[src/rtl/assert_macros.svh]
// assertion helpers, compiled out when ASSERT_OFF is set
`ifndef ASSERT_MACROS_SVH
`define ASSERT_MACROS_SVH

`ifndef ASSERT_OFF

// expression holds on every clock edge outside reset
`define ASSERT_ALWAYS(label, clk, rst_n, expr) \
    label: assert property (@(posedge clk) disable iff (!(rst_n)) (expr)) \
        else $error("assertion failed");

// consequence holds in the cycle after the condition
`define ASSERT_NEXT(label, clk, rst_n, cond, cons) \
    label: assert property (@(posedge clk) disable iff (!(rst_n)) (cond) |=> (cons)) \
        else $error("assertion failed");

`else

`define ASSERT_ALWAYS(label, clk, rst_n, expr)
`define ASSERT_NEXT(label, clk, rst_n, cond, cons)

`endif

`endif

[src/rtl/txd_pkg.sv]
package txd_pkg;

    localparam int DATA_W       = 8;
    localparam int VALUE_W      = 64;
    localparam int ENTRY_W      = 32;
    localparam int WORD_W       = 2;
    localparam int HASH_BYTES   = 32;
    localparam int ID_WORDS     = HASH_BYTES / 8;
    localparam int FIELD_BYTES  = 4;
    localparam int AMOUNT_BYTES = 8;

    localparam int REC_MAX = 4;
    localparam int REC_CW  = $clog2(REC_MAX + 1);
    localparam int REC_IW  = $clog2(REC_MAX);
    localparam int Q_DEPTH = 8;
    localparam int Q_AW    = $clog2(Q_DEPTH);

    localparam logic [DATA_W-1:0] VARINT_16 = 8'hFD;
    localparam logic [DATA_W-1:0] VARINT_32 = 8'hFE;

    typedef enum logic [2:0] {
        KIND_VERSION   = 3'd0,
        KIND_IN_COUNT  = 3'd1,
        KIND_PREV_ID   = 3'd2,
        KIND_PREV_IDX  = 3'd3,
        KIND_SEQUENCE  = 3'd4,
        KIND_OUT_COUNT = 3'd5,
        KIND_AMOUNT    = 3'd6,
        KIND_LOCKTIME  = 3'd7
    } t_kind;

    typedef struct packed {
        t_kind                record_kind;
        logic [VALUE_W-1:0]   value;
        logic [ENTRY_W-1:0]   entry_index;
        logic [WORD_W-1:0]    word_index;
        logic                 last_of_run;
        logic                 tx_done;
    } t_rec;

    function automatic t_rec mk_rec(t_kind kind, logic [VALUE_W-1:0] value,
                                    logic [ENTRY_W-1:0] entry, logic [WORD_W-1:0] word,
                                    logic last, logic done);
        t_rec r;
        r.record_kind = kind;
        r.value       = value;
        r.entry_index = entry;
        r.word_index  = word;
        r.last_of_run = last;
        r.tx_done     = done;
        return r;
    endfunction

    function automatic logic [VALUE_W-1:0] bswap64(logic [VALUE_W-1:0] x);
        logic [VALUE_W-1:0] r;
        for (int k = 0; k < VALUE_W / 8; k++) begin
            r[8*k +: 8] = x[VALUE_W - 8 - 8*k +: 8];
        end
        return r;
    endfunction

endpackage

[src/rtl/txd_in_if.sv]
interface txd_in_if import txd_pkg::*; ();
    logic              valid;
    logic              ready;
    logic [DATA_W-1:0] data_byte;
    logic              start_of_tx;

    modport source (output valid, output data_byte, output start_of_tx, input ready);
    modport sink   (input valid, input data_byte, input start_of_tx, output ready);
endinterface

[src/rtl/txd_out_if.sv]
interface txd_out_if import txd_pkg::*; ();
    logic               valid;
    logic               ready;
    logic [2:0]         record_kind;
    logic [VALUE_W-1:0] value;
    logic [ENTRY_W-1:0] entry_index;
    logic [WORD_W-1:0]  word_index;
    logic               last_of_run;
    logic               tx_done;

    modport source (output valid, output record_kind, output value, output entry_index,
                    output word_index, output last_of_run, output tx_done, input ready);
    modport sink   (input valid, input record_kind, input value, input entry_index,
                    input word_index, input last_of_run, input tx_done, output ready);
endinterface

[src/rtl/tx_stream_deserializer_core.sv]
// Streaming decoder for a serialized legacy transaction, one byte per request on i_in.
// Each decoded field (version, counts, previous id words, index, sequence, amount,
// locktime) leaves on o_out as one record; script bytes are skipped and a completed
// previous id leaves as four 64-bit word records of the reversed id, queued together.
// The block takes one byte every cycle while decoding does not wait. A byte passes an
// input register, is decoded from that register and is written to an eight-entry
// result queue that drives o_out. Decoding of a byte waits only while fewer than four
// queue entries are free, which happens only when the sink stalls; then i_in.ready
// drops until room returns.
// A byte with start_of_tx high restarts decoding as the first version byte; bytes
// after the locktime produce nothing until such a restart.
`include "assert_macros.svh"

module tx_stream_deserializer_core import txd_pkg::*; (
    input  logic        i_clk,
    input  logic        i_rst_n,
    txd_in_if.sink      i_in,
    txd_out_if.source   o_out
);

    typedef enum logic [3:0] {
        PH_VERSION        = 4'd0,
        PH_IN_COUNT       = 4'd1,
        PH_PREV_ID        = 4'd2,
        PH_PREV_IDX       = 4'd3,
        PH_IN_SCRIPT_LEN  = 4'd4,
        PH_IN_SCRIPT      = 4'd5,
        PH_SEQUENCE       = 4'd6,
        PH_OUT_COUNT      = 4'd7,
        PH_AMOUNT         = 4'd8,
        PH_OUT_SCRIPT_LEN = 4'd9,
        PH_OUT_SCRIPT     = 4'd10,
        PH_LOCKTIME       = 4'd11,
        PH_DONE           = 4'd12
    } t_phase;

    // input register
    logic              r_in_valid;
    logic [DATA_W-1:0] r_in_byte;
    logic              r_in_start;

    // parser state
    t_phase             r_phase,   n_phase,   cur_phase;
    logic [5:0]         r_cnt,     n_cnt,     cur_cnt;
    logic [3:0]         r_vlen,    n_vlen,    cur_vlen;
    logic [VALUE_W-1:0] r_acc,     n_acc,     cur_acc;
    logic [VALUE_W-1:0] r_in_rem,  n_in_rem,  cur_in_rem;
    logic [VALUE_W-1:0] r_out_rem, n_out_rem, cur_out_rem;
    logic [VALUE_W-1:0] r_script,  n_script,  cur_script;
    logic [ENTRY_W-1:0] r_entry,   n_entry,   cur_entry;
    logic [HASH_BYTES*8-1:0] r_id, id_full;

    logic [5:0]         feed_cnt;
    logic [VALUE_W-1:0] feed_acc;
    logic               var_first;
    logic               var_done;
    logic [VALUE_W-1:0] var_val;
    logic [3:0]         var_len;
    logic [VALUE_W-1:0] dec_in_rem, dec_out_rem, dec_script;

    t_rec              rec [REC_MAX];
    logic [REC_CW-1:0] rec_cnt;

    // result queue
    t_rec              r_q [Q_DEPTH];
    logic [Q_AW-1:0]   r_wr_ptr, r_rd_ptr;
    logic [Q_AW:0]     r_count;
    logic [Q_DEPTH-1:0] q_we;
    t_rec              q_wdata [Q_DEPTH];
    logic              s2_fire;
    logic              in_fire;
    logic              pop;
    logic [REC_CW-1:0] push_cnt;

    assign s2_fire  = r_in_valid && (r_count <= (Q_AW+1)'(Q_DEPTH - REC_MAX));
    assign i_in.ready = !r_in_valid || s2_fire;
    assign in_fire  = i_in.valid && i_in.ready;
    assign pop      = o_out.valid && o_out.ready;
    assign push_cnt = s2_fire ? rec_cnt : '0;

    always_ff @(posedge i_clk) begin
        if (!i_rst_n) begin
            r_in_valid <= 1'b0;
        end else if (in_fire) begin
            r_in_valid <= 1'b1;
        end else if (s2_fire) begin
            r_in_valid <= 1'b0;
        end
    end

    always_ff @(posedge i_clk) begin
        if (in_fire) begin
            r_in_byte  <= i_in.data_byte;
            r_in_start <= i_in.start_of_tx;
        end
    end

    // decode of the registered byte
    always_comb begin
        cur_phase   = r_phase;
        cur_cnt     = r_cnt;
        cur_vlen    = r_vlen;
        cur_acc     = r_acc;
        cur_in_rem  = r_in_rem;
        cur_out_rem = r_out_rem;
        cur_script  = r_script;
        cur_entry   = r_entry;
        if (r_in_start) begin
            cur_phase   = PH_VERSION;
            cur_cnt     = '0;
            cur_vlen    = '0;
            cur_acc     = '0;
            cur_in_rem  = '0;
            cur_out_rem = '0;
            cur_script  = '0;
            cur_entry   = '0;
        end

        feed_cnt = cur_cnt + 6'd1;
        feed_acc = cur_acc;
        for (int l = 0; l < VALUE_W / 8; l++) begin
            if (cur_cnt[2:0] == 3'(l)) begin
                feed_acc[8*l +: 8] = cur_acc[8*l +: 8] | r_in_byte;
            end
        end

        var_first = (cur_vlen == '0);
        var_done  = var_first ? (r_in_byte < VARINT_16) : (feed_cnt >= {2'b00, cur_vlen});
        var_val   = var_first ? {{(VALUE_W-DATA_W){1'b0}}, r_in_byte} : feed_acc;
        var_len   = (r_in_byte == VARINT_16) ? 4'd2 : ((r_in_byte == VARINT_32) ? 4'd4 : 4'd8);

        id_full     = {r_id[HASH_BYTES*8-DATA_W-1:0], r_in_byte};
        dec_in_rem  = cur_in_rem - 64'd1;
        dec_out_rem = cur_out_rem - 64'd1;
        dec_script  = cur_script - 64'd1;

        n_phase   = cur_phase;
        n_cnt     = cur_cnt;
        n_vlen    = cur_vlen;
        n_acc     = cur_acc;
        n_in_rem  = cur_in_rem;
        n_out_rem = cur_out_rem;
        n_script  = cur_script;
        n_entry   = cur_entry;
        rec_cnt   = '0;
        for (int k = 0; k < REC_MAX; k++) begin
            rec[k] = '0;
        end

        unique case (cur_phase) inside
            PH_VERSION, PH_PREV_IDX, PH_SEQUENCE, PH_AMOUNT, PH_LOCKTIME: begin
                if (feed_cnt >= ((cur_phase == PH_AMOUNT) ? 6'(AMOUNT_BYTES)
                                                          : 6'(FIELD_BYTES))) begin
                    rec_cnt = REC_CW'(1);
                    n_cnt   = '0;
                    n_vlen  = '0;
                    n_acc   = '0;
                    case (cur_phase)
                        PH_VERSION: begin
                            rec[0]  = mk_rec(KIND_VERSION, feed_acc, '0, '0, 1'b1, 1'b0);
                            n_phase = PH_IN_COUNT;
                        end
                        PH_PREV_IDX: begin
                            rec[0]  = mk_rec(KIND_PREV_IDX, feed_acc, cur_entry, '0,
                                             1'b1, 1'b0);
                            n_phase = PH_IN_SCRIPT_LEN;
                        end
                        PH_SEQUENCE: begin
                            rec[0]   = mk_rec(KIND_SEQUENCE, feed_acc, cur_entry, '0,
                                              1'b1, 1'b0);
                            n_entry  = cur_entry + 32'd1;
                            n_in_rem = dec_in_rem;
                            n_phase  = (dec_in_rem != '0) ? PH_PREV_ID : PH_OUT_COUNT;
                        end
                        PH_AMOUNT: begin
                            rec[0]  = mk_rec(KIND_AMOUNT, feed_acc, cur_entry, '0,
                                             1'b1, 1'b0);
                            n_phase = PH_OUT_SCRIPT_LEN;
                        end
                        default: begin
                            rec[0]  = mk_rec(KIND_LOCKTIME, feed_acc, '0, '0, 1'b1, 1'b1);
                            n_phase = PH_DONE;
                        end
                    endcase
                end else begin
                    n_cnt = feed_cnt;
                    n_acc = feed_acc;
                end
            end
            PH_IN_COUNT, PH_IN_SCRIPT_LEN, PH_OUT_COUNT, PH_OUT_SCRIPT_LEN: begin
                if (var_done) begin
                    n_cnt  = '0;
                    n_vlen = '0;
                    n_acc  = '0;
                    case (cur_phase)
                        PH_IN_COUNT: begin
                            rec_cnt  = REC_CW'(1);
                            rec[0]   = mk_rec(KIND_IN_COUNT, var_val, '0, '0, 1'b1, 1'b0);
                            n_in_rem = var_val;
                            n_entry  = '0;
                            n_phase  = (var_val != '0) ? PH_PREV_ID : PH_OUT_COUNT;
                        end
                        PH_OUT_COUNT: begin
                            rec_cnt   = REC_CW'(1);
                            rec[0]    = mk_rec(KIND_OUT_COUNT, var_val, '0, '0, 1'b1, 1'b0);
                            n_out_rem = var_val;
                            n_entry   = '0;
                            n_phase   = (var_val != '0) ? PH_AMOUNT : PH_LOCKTIME;
                        end
                        PH_IN_SCRIPT_LEN: begin
                            n_script = var_val;
                            n_phase  = (var_val != '0) ? PH_IN_SCRIPT : PH_SEQUENCE;
                        end
                        default: begin
                            n_script = var_val;
                            if (var_val != '0) begin
                                n_phase = PH_OUT_SCRIPT;
                            end else begin
                                n_entry   = cur_entry + 32'd1;
                                n_out_rem = dec_out_rem;
                                n_phase   = (dec_out_rem != '0) ? PH_AMOUNT : PH_LOCKTIME;
                            end
                        end
                    endcase
                end else if (var_first) begin
                    n_vlen = var_len;
                    n_cnt  = '0;
                    n_acc  = '0;
                end else begin
                    n_cnt = feed_cnt;
                    n_acc = feed_acc;
                end
            end
            PH_PREV_ID: begin
                n_cnt = feed_cnt;
                if (feed_cnt >= 6'(HASH_BYTES)) begin
                    for (int w = 0; w < ID_WORDS; w++) begin
                        rec[w] = mk_rec(KIND_PREV_ID, bswap64(id_full[VALUE_W*w +: VALUE_W]),
                                        cur_entry, WORD_W'(w), (w == ID_WORDS - 1), 1'b0);
                    end
                    rec_cnt = REC_CW'(ID_WORDS);
                    n_cnt   = '0;
                    n_vlen  = '0;
                    n_acc   = '0;
                    n_phase = PH_PREV_IDX;
                end
            end
            PH_IN_SCRIPT: begin
                n_script = dec_script;
                if (dec_script == '0) begin
                    n_phase = PH_SEQUENCE;
                end
            end
            PH_OUT_SCRIPT: begin
                n_script = dec_script;
                if (dec_script == '0) begin
                    n_cnt     = '0;
                    n_vlen    = '0;
                    n_acc     = '0;
                    n_entry   = cur_entry + 32'd1;
                    n_out_rem = dec_out_rem;
                    n_phase   = (dec_out_rem != '0) ? PH_AMOUNT : PH_LOCKTIME;
                end
            end
            PH_DONE: begin
                n_phase = PH_DONE;
            end
            default: begin
                n_phase = cur_phase;
            end
        endcase
    end

    always_ff @(posedge i_clk) begin
        if (!i_rst_n) begin
            r_phase   <= PH_VERSION;
            r_cnt     <= '0;
            r_vlen    <= '0;
            r_acc     <= '0;
            r_in_rem  <= '0;
            r_out_rem <= '0;
            r_script  <= '0;
            r_entry   <= '0;
        end else if (s2_fire) begin
            r_phase   <= n_phase;
            r_cnt     <= n_cnt;
            r_vlen    <= n_vlen;
            r_acc     <= n_acc;
            r_in_rem  <= n_in_rem;
            r_out_rem <= n_out_rem;
            r_script  <= n_script;
            r_entry   <= n_entry;
        end
    end

    // id bytes shift in, newest at the bottom
    always_ff @(posedge i_clk) begin
        if (s2_fire && (cur_phase == PH_PREV_ID)) begin
            r_id <= id_full;
        end
    end

    // queue write steering
    always_comb begin
        for (int i = 0; i < Q_DEPTH; i++) begin
            logic [Q_AW-1:0] off;
            off        = Q_AW'(i) - r_wr_ptr;
            q_we[i]    = s2_fire && ({1'b0, off} < (Q_AW+1)'(rec_cnt));
            q_wdata[i] = rec[off[REC_IW-1:0]];
        end
    end

    always_ff @(posedge i_clk) begin
        for (int i = 0; i < Q_DEPTH; i++) begin
            if (q_we[i]) begin
                r_q[i] <= q_wdata[i];
            end
        end
    end

    always_ff @(posedge i_clk) begin
        if (!i_rst_n) begin
            r_wr_ptr <= '0;
            r_rd_ptr <= '0;
            r_count  <= '0;
        end else begin
            r_wr_ptr <= r_wr_ptr + Q_AW'(push_cnt);
            r_rd_ptr <= r_rd_ptr + Q_AW'(pop);
            r_count  <= r_count + (Q_AW+1)'(push_cnt) - (Q_AW+1)'(pop);
        end
    end

    assign o_out.valid       = (r_count != '0);
    assign o_out.record_kind = r_q[r_rd_ptr].record_kind;
    assign o_out.value       = r_q[r_rd_ptr].value;
    assign o_out.entry_index = r_q[r_rd_ptr].entry_index;
    assign o_out.word_index  = r_q[r_rd_ptr].word_index;
    assign o_out.last_of_run = r_q[r_rd_ptr].last_of_run;
    assign o_out.tx_done     = r_q[r_rd_ptr].tx_done;

    `ASSERT_ALWAYS(a_q_bound, i_clk, i_rst_n, r_count <= (Q_AW+1)'(Q_DEPTH))
    `ASSERT_ALWAYS(a_q_empty_ptrs, i_clk, i_rst_n, r_count != '0 || r_wr_ptr == r_rd_ptr)
    `ASSERT_ALWAYS(a_burst_is_id, i_clk, i_rst_n,
                   !(s2_fire && rec_cnt > REC_CW'(1)) || rec[0].record_kind == KIND_PREV_ID)
    `ASSERT_NEXT(a_done_phase, i_clk, i_rst_n,
                 s2_fire && rec_cnt != '0 && rec[0].tx_done, r_phase == PH_DONE)
    `ASSERT_NEXT(a_in_hold, i_clk, i_rst_n,
                 r_in_valid && !s2_fire, r_in_valid && $stable(r_in_byte))

endmodule
[src/flat_wrapper.sv]
// flat-port wrapper written by rule: the top's interface ports become plain ports
module tx_stream_deserializer_core_flat import txd_pkg::*;
  (i_clk, i_rst_n, i_in_valid, i_in_data_byte, i_in_start_of_tx, i_in_ready, o_out_valid, o_out_record_kind, o_out_value, o_out_entry_index, o_out_word_index, o_out_last_of_run, o_out_tx_done, o_out_ready);
  txd_in_if i_in_i ();
  txd_out_if o_out_i ();
  input  logic i_clk;
  input  logic i_rst_n;
  input wire logic [$bits(i_in_i.valid)-1:0] i_in_valid;
  input wire logic [$bits(i_in_i.data_byte)-1:0] i_in_data_byte;
  input wire logic [$bits(i_in_i.start_of_tx)-1:0] i_in_start_of_tx;
  output wire logic [$bits(i_in_i.ready)-1:0] i_in_ready;
  output wire logic [$bits(o_out_i.valid)-1:0] o_out_valid;
  output wire logic [$bits(o_out_i.record_kind)-1:0] o_out_record_kind;
  output wire logic [$bits(o_out_i.value)-1:0] o_out_value;
  output wire logic [$bits(o_out_i.entry_index)-1:0] o_out_entry_index;
  output wire logic [$bits(o_out_i.word_index)-1:0] o_out_word_index;
  output wire logic [$bits(o_out_i.last_of_run)-1:0] o_out_last_of_run;
  output wire logic [$bits(o_out_i.tx_done)-1:0] o_out_tx_done;
  input wire logic [$bits(o_out_i.ready)-1:0] o_out_ready;
  assign i_in_i.valid = i_in_valid;
  assign i_in_i.data_byte = i_in_data_byte;
  assign i_in_i.start_of_tx = i_in_start_of_tx;
  assign i_in_ready = i_in_i.ready;
  assign o_out_valid = o_out_i.valid;
  assign o_out_record_kind = o_out_i.record_kind;
  assign o_out_value = o_out_i.value;
  assign o_out_entry_index = o_out_i.entry_index;
  assign o_out_word_index = o_out_i.word_index;
  assign o_out_last_of_run = o_out_i.last_of_run;
  assign o_out_tx_done = o_out_i.tx_done;
  assign o_out_i.ready = o_out_ready;
  tx_stream_deserializer_core u_core (.i_clk(i_clk), .i_rst_n(i_rst_n), .i_in(i_in_i), .o_out(o_out_i));
endmodule
[config.mk]
export PLATFORM = sky130hd
export DESIGN_NAME = tx_stream_deserializer_core_flat
export DESIGN_NICKNAME = d
export VERILOG_FILES = /design/src/rtl/txd_pkg.sv /design/src/rtl/txd_in_if.sv /design/src/rtl/txd_out_if.sv /design/src/rtl/tx_stream_deserializer_core.sv /design/src/flat_wrapper.sv
export VERILOG_INCLUDE_DIRS = /design/src /design/src/rtl
export SDC_FILE = /design/constraint.sdc
export NUM_CORES = 2
export LEC_CHECK = 0
export BUFFER_PORTS_ARGS = -buffer_cell sky130_fd_sc_hd__clkbuf_2
export CAP_MARGIN = 10
export CORE_ASPECT_RATIO = 1.1
export CORE_MARGIN = 10
export CORE_UTILIZATION = 42
export CTS_CLUSTER_DIAMETER = 60
export DETAILED_ROUTE_END_ITERATION = 8
export PLACE_DENSITY = 0.57
export SLEW_MARGIN = 10
export SYNTH_ARGS = -nofsm -noshare
export SYNTH_HDL_FRONTEND = slang
export SYNTH_SLANG_ARGS = --single-unit
[constraint.sdc]
create_clock -name i_clk -period 29.7 [get_ports i_clk]
set_input_delay 5.94 -clock i_clk [delete_from_list [all_inputs] [get_ports i_clk]]
set_output_delay 5.94 -clock i_clk [all_outputs]
set_load 0.1 [all_outputs]
==> impl_metrics.py <==
metrics = {
    "synth": {
        "synth.most_common_cell": "edfxtp_1",
        "ys_top_cells_by_area": "edfxtp_1, dfxtp_1, mux4_2",
        "synth_ff_type": "edfxtp_1",
        "async_flop_share_pct": 0,
        "synthesis.nets": 6698,
        "ys.warnings.count": 0,
        "synthCells": 6646,
        "synth_edf_count": 1081,
        "yosys.area.top_type": "edfxtp_1",
        "syn_area_um2": 72010,
        "ys_ff_latch": 1394,
        "synth_commonest_cells": "edfxtp_1, nor2_1, nand2_1",
        "yosysSeqAreaShare_pct": 53.78,
        "synth_top_area_share_pct": 45.08,
        "avgSynthCellArea_um2": 10.84,
        "yosysUniqueCellTypes": 104,
    },
    "die": {
        "dieArea_um2": 188400,
        "num_rows": 159,
        "io-pin-count": 118,
        "die_h_um": 454.3,
        "die_width_um": 414.8,
        "start_util_pct": 42.19,
        "core-area_um2": 170700,
    },
    "sta": {
        "tns_ns": 0,
        "maxSlewViolCount": 0,
        "finalSetupViolCount": 0,
        "period_share_pct": 39.00,
        "slew-limit-headroom_pct": 4.439,
        "fin_skew_ns": 0.05982,
        "hold_viol_final": 0,
        "setup_slack_ns": 18.12,
        "clock.fmax_ghz": 0.08633,
        "rsz0062_at_grt": "false",
        "worstMarginPinSlew_ns": 1.413,
        "period_needed_ns": 11.58,
    },
    "status": {
        "status": "completed",
    },
    "power": {
        "power_w": 0.005968,
        "power.share.combinational_pct": 29.0,
        "power.leakage_nw": 24.74,
        "ir_drop_uv": 67.34,
        "intPower_w": 0.003825,
        "swShare_pct": 35.92,
        "p_clk_share_pct": 33.7,
        "power.switching_w": 0.002144,
        "p_per_area_nw_per_um2": 74.61,
        "seq_power_share_pct": 37.3,
    },
    "grt": {
        "grt_first_pass_wirelength_um": 382500,
        "grt_max_degree": 238,
        "grt-ovfl-total": 0,
        "grt_usage_pct": 26.97,
        "antenna_found_initial": 11,
        "first_global_vias": 54840,
    },
    "setup_path": {
        "crit_chain": "buf_4 > buf_4 > buf_4 > mux4_2 > mux2_2 > clkbuf_2",
        "setup.worst_path.start_class": "flop",
        "r2r-start": "u_core.r_in_start",
        "cp_slowest_stage_delay_ns": 0.92,
        "r2r_slack_ns": 21.73,
        "cp_common_cell": "buf_4",
        "arrival_ns": 5.64,
        "worst-r2r-cell-count": 15,
        "cp_slowest_cell": "dfxtp_4",
        "cp-end-kind": "output port",
        "critPathRequiredTime_ns": 23.76,
        "crit_fanout": 47,
        "rr_endpoint": "u_core.r_out_rem[8]",
        "crit_type": "flop to output port",
    },
    "place": {
        "gp_congestion": 0.9995,
        "portBuffers": 117,
        "place_ws_ns": 18.82,
        "hpwl_um": 176200,
        "placedInstanceArea_um2": 74660,
    },
    "worst_hold_path": {
        "hold_path_depth": 0,
        "hold_class": "flop to flop",
        "min_to": "u_core.r_id[84]",
        "hp-start": "u_core.r_id[76]",
    },
    "final_layout": {
        "syn_to_final_growth_pct": 11.08,
        "fillers": 15550,
        "layout.nets": 6564,
        "regArea_um2": 38750,
        "multiInputGateArea_um2": 31040,
        "stdcell_area_um2": 79990,
        "drive_above_1_share_pct": 15.97,
    },
    "detailed_routing": {
        "num_vias": 57890,
        "avgRoutedWirePerCell_um": 29.73,
        "firstDrtPassIters": 9,
        "drt_iter0_drc": 7449,
        "vias_per_cell": 6.506,
        "ant_nets": 0,
        "wirelength_um": 264600,
        "drcViolationCount": 0,
    },
    "clock_network": {
        "clock_path_buffers": 3,
        "cts_hold_buf": 0,
        "cts_tree": "yes",
        "post-cts-setup-buffers": 0,
        "cts_resized": 0,
        "clk_latency_ns": 0.84,
        "cts_root_buffer": "clkbuf_16",
        "h-tree-depth": 4,
        "clk_pin_slew_ns": 0.06,
        "cts_sinks": 1394,
        "cts_buffers": 158,
    },
    "flow_run": {
        "cap_viol_max_count": 0,
    },
}
through the flow:
stage                     hold slack, ns  utilization [%]  cells
after CTS                         0.4437            46.85   8891
final                             0.4459            46.86   8899
after global placement            0.4309            43.74   8606
after floorplan                   0.4205                -   6646
after detailed placement          0.4335            43.74   8606
after global routing              0.4507            46.86   8894
power by group through the flow:
stage / Clock (W) / Sequential [W] / Combinational, W
floorplan: 0 / 0.00221 / 0.00140
global placement: 0 / 0.00226 / 0.00170
detailed placement: 0 / 0.00226 / 0.00171
CTS: 0.00204 / 0.00222 / 0.00172
global route: 0.00212 / 0.00223 / 0.00182
finish: 0.00201 / 0.00223 / 0.00173
critical path, delay by kind of cell, from the launching register on:
| kind | cells | cell delay [ns] |
|---|---|---|
| flip-flops | 1 | 0.92 |
| multiplexers | 2 | 0.90 |
| buffers and inverters | 4 | 2.76 |
layer usage:
| layer | vias up | wire length [µm] | track usage (%) |
|---|---|---|---|
| li1 | 25280 | - | - |
| met1 | 28920 | 104500 | 35.16 |
| met2 | 3107 | 122800 | 43.45 |
| met3 | 580 | 23140 | 4.852 |
| met4 | 4 | 14150 | 13.06 |
| met5 | - | 25 | 0 |
flip-flops by register name, summed over array words and instances (netlist names), 8 cells and up:
register,flops
u_core.r_acc,64
u_core.r_script,64
u_core.r_q,824
u_core.r_in_byte,8
u_core.r_out_rem,64
u_core.r_entry,32
u_core.r_id,248
u_core.r_in_rem,64
placed cells by master, fill, tap and decap left out, drive strengths merged, types with 18 or more instances in the layout:
master	instances
nor4	92
nand2	619
nand2b	27
xnor2	43
o31ai	37
nor3	156
or3	44
a22oi	68
a211oi	36
inv	93
xor2	27
buf	146
clkbuf	313
mux2	238
mux4	206
or4	46
bufinv	18
o221ai	24
o21ai	616
and3	49
and2	27
or2	28
nand3	312
clkinv	50
a31o	21
a21oi	344
o211ai	43
ha	36
nand4	62
a22o	61
nor2	673
mux2i	79
a31oi	120
o2bb2ai	23
nor2b	48
dfxtp	313
a32oi	40
o22ai	71
o311ai	21
edfxtp	1081
cells by family after synthesis:
family / Yosys count / synth area share [%]
AOI/OAI and AO/OA: 1741 / 15.34
muxes: 523 / 11.26
buffers and inverters: 637 / 3.478
xor gates and xnor gates: 70 / 0.8514
adders and majority gates: 39 / 0.7089
and+or+nand+nor: 2242 / 14.58
DFF: 1394 / 53.78
worst max-delay path by stage:
stage	end	cells after the start	startpoint	slack, ns
3_5_place_dp	o_out_value[57]	6	u_core.r_rd_ptr[0]	18.82
5_1_grt	o_out_value[57]	6	u_core.r_rd_ptr[0]	17.63
3_3_place_gp	o_out_value[57]	6	u_core.r_rd_ptr[0]	18.93
4_1_cts	o_out_value[41]	6	u_core.r_rd_ptr[0]	17.92
2_1_floorplan	u_core.r_q[1][0]	14	u_core.r_in_start	7.36
6_report	o_out_value[41]	6	u_core.r_rd_ptr[0]	18.12
cell type report:
class	instances	area share (%)
diodes	8	0.02503
clock buffers	197	5.320
clock inverters	88	1.320
inverters	81	0.3926
multi-input cells	4615	38.81
flip-flops and latches	1394	48.44
well taps	2254	3.526
repair buffers	262	2.174
Power figures use the tool's default switching activity.
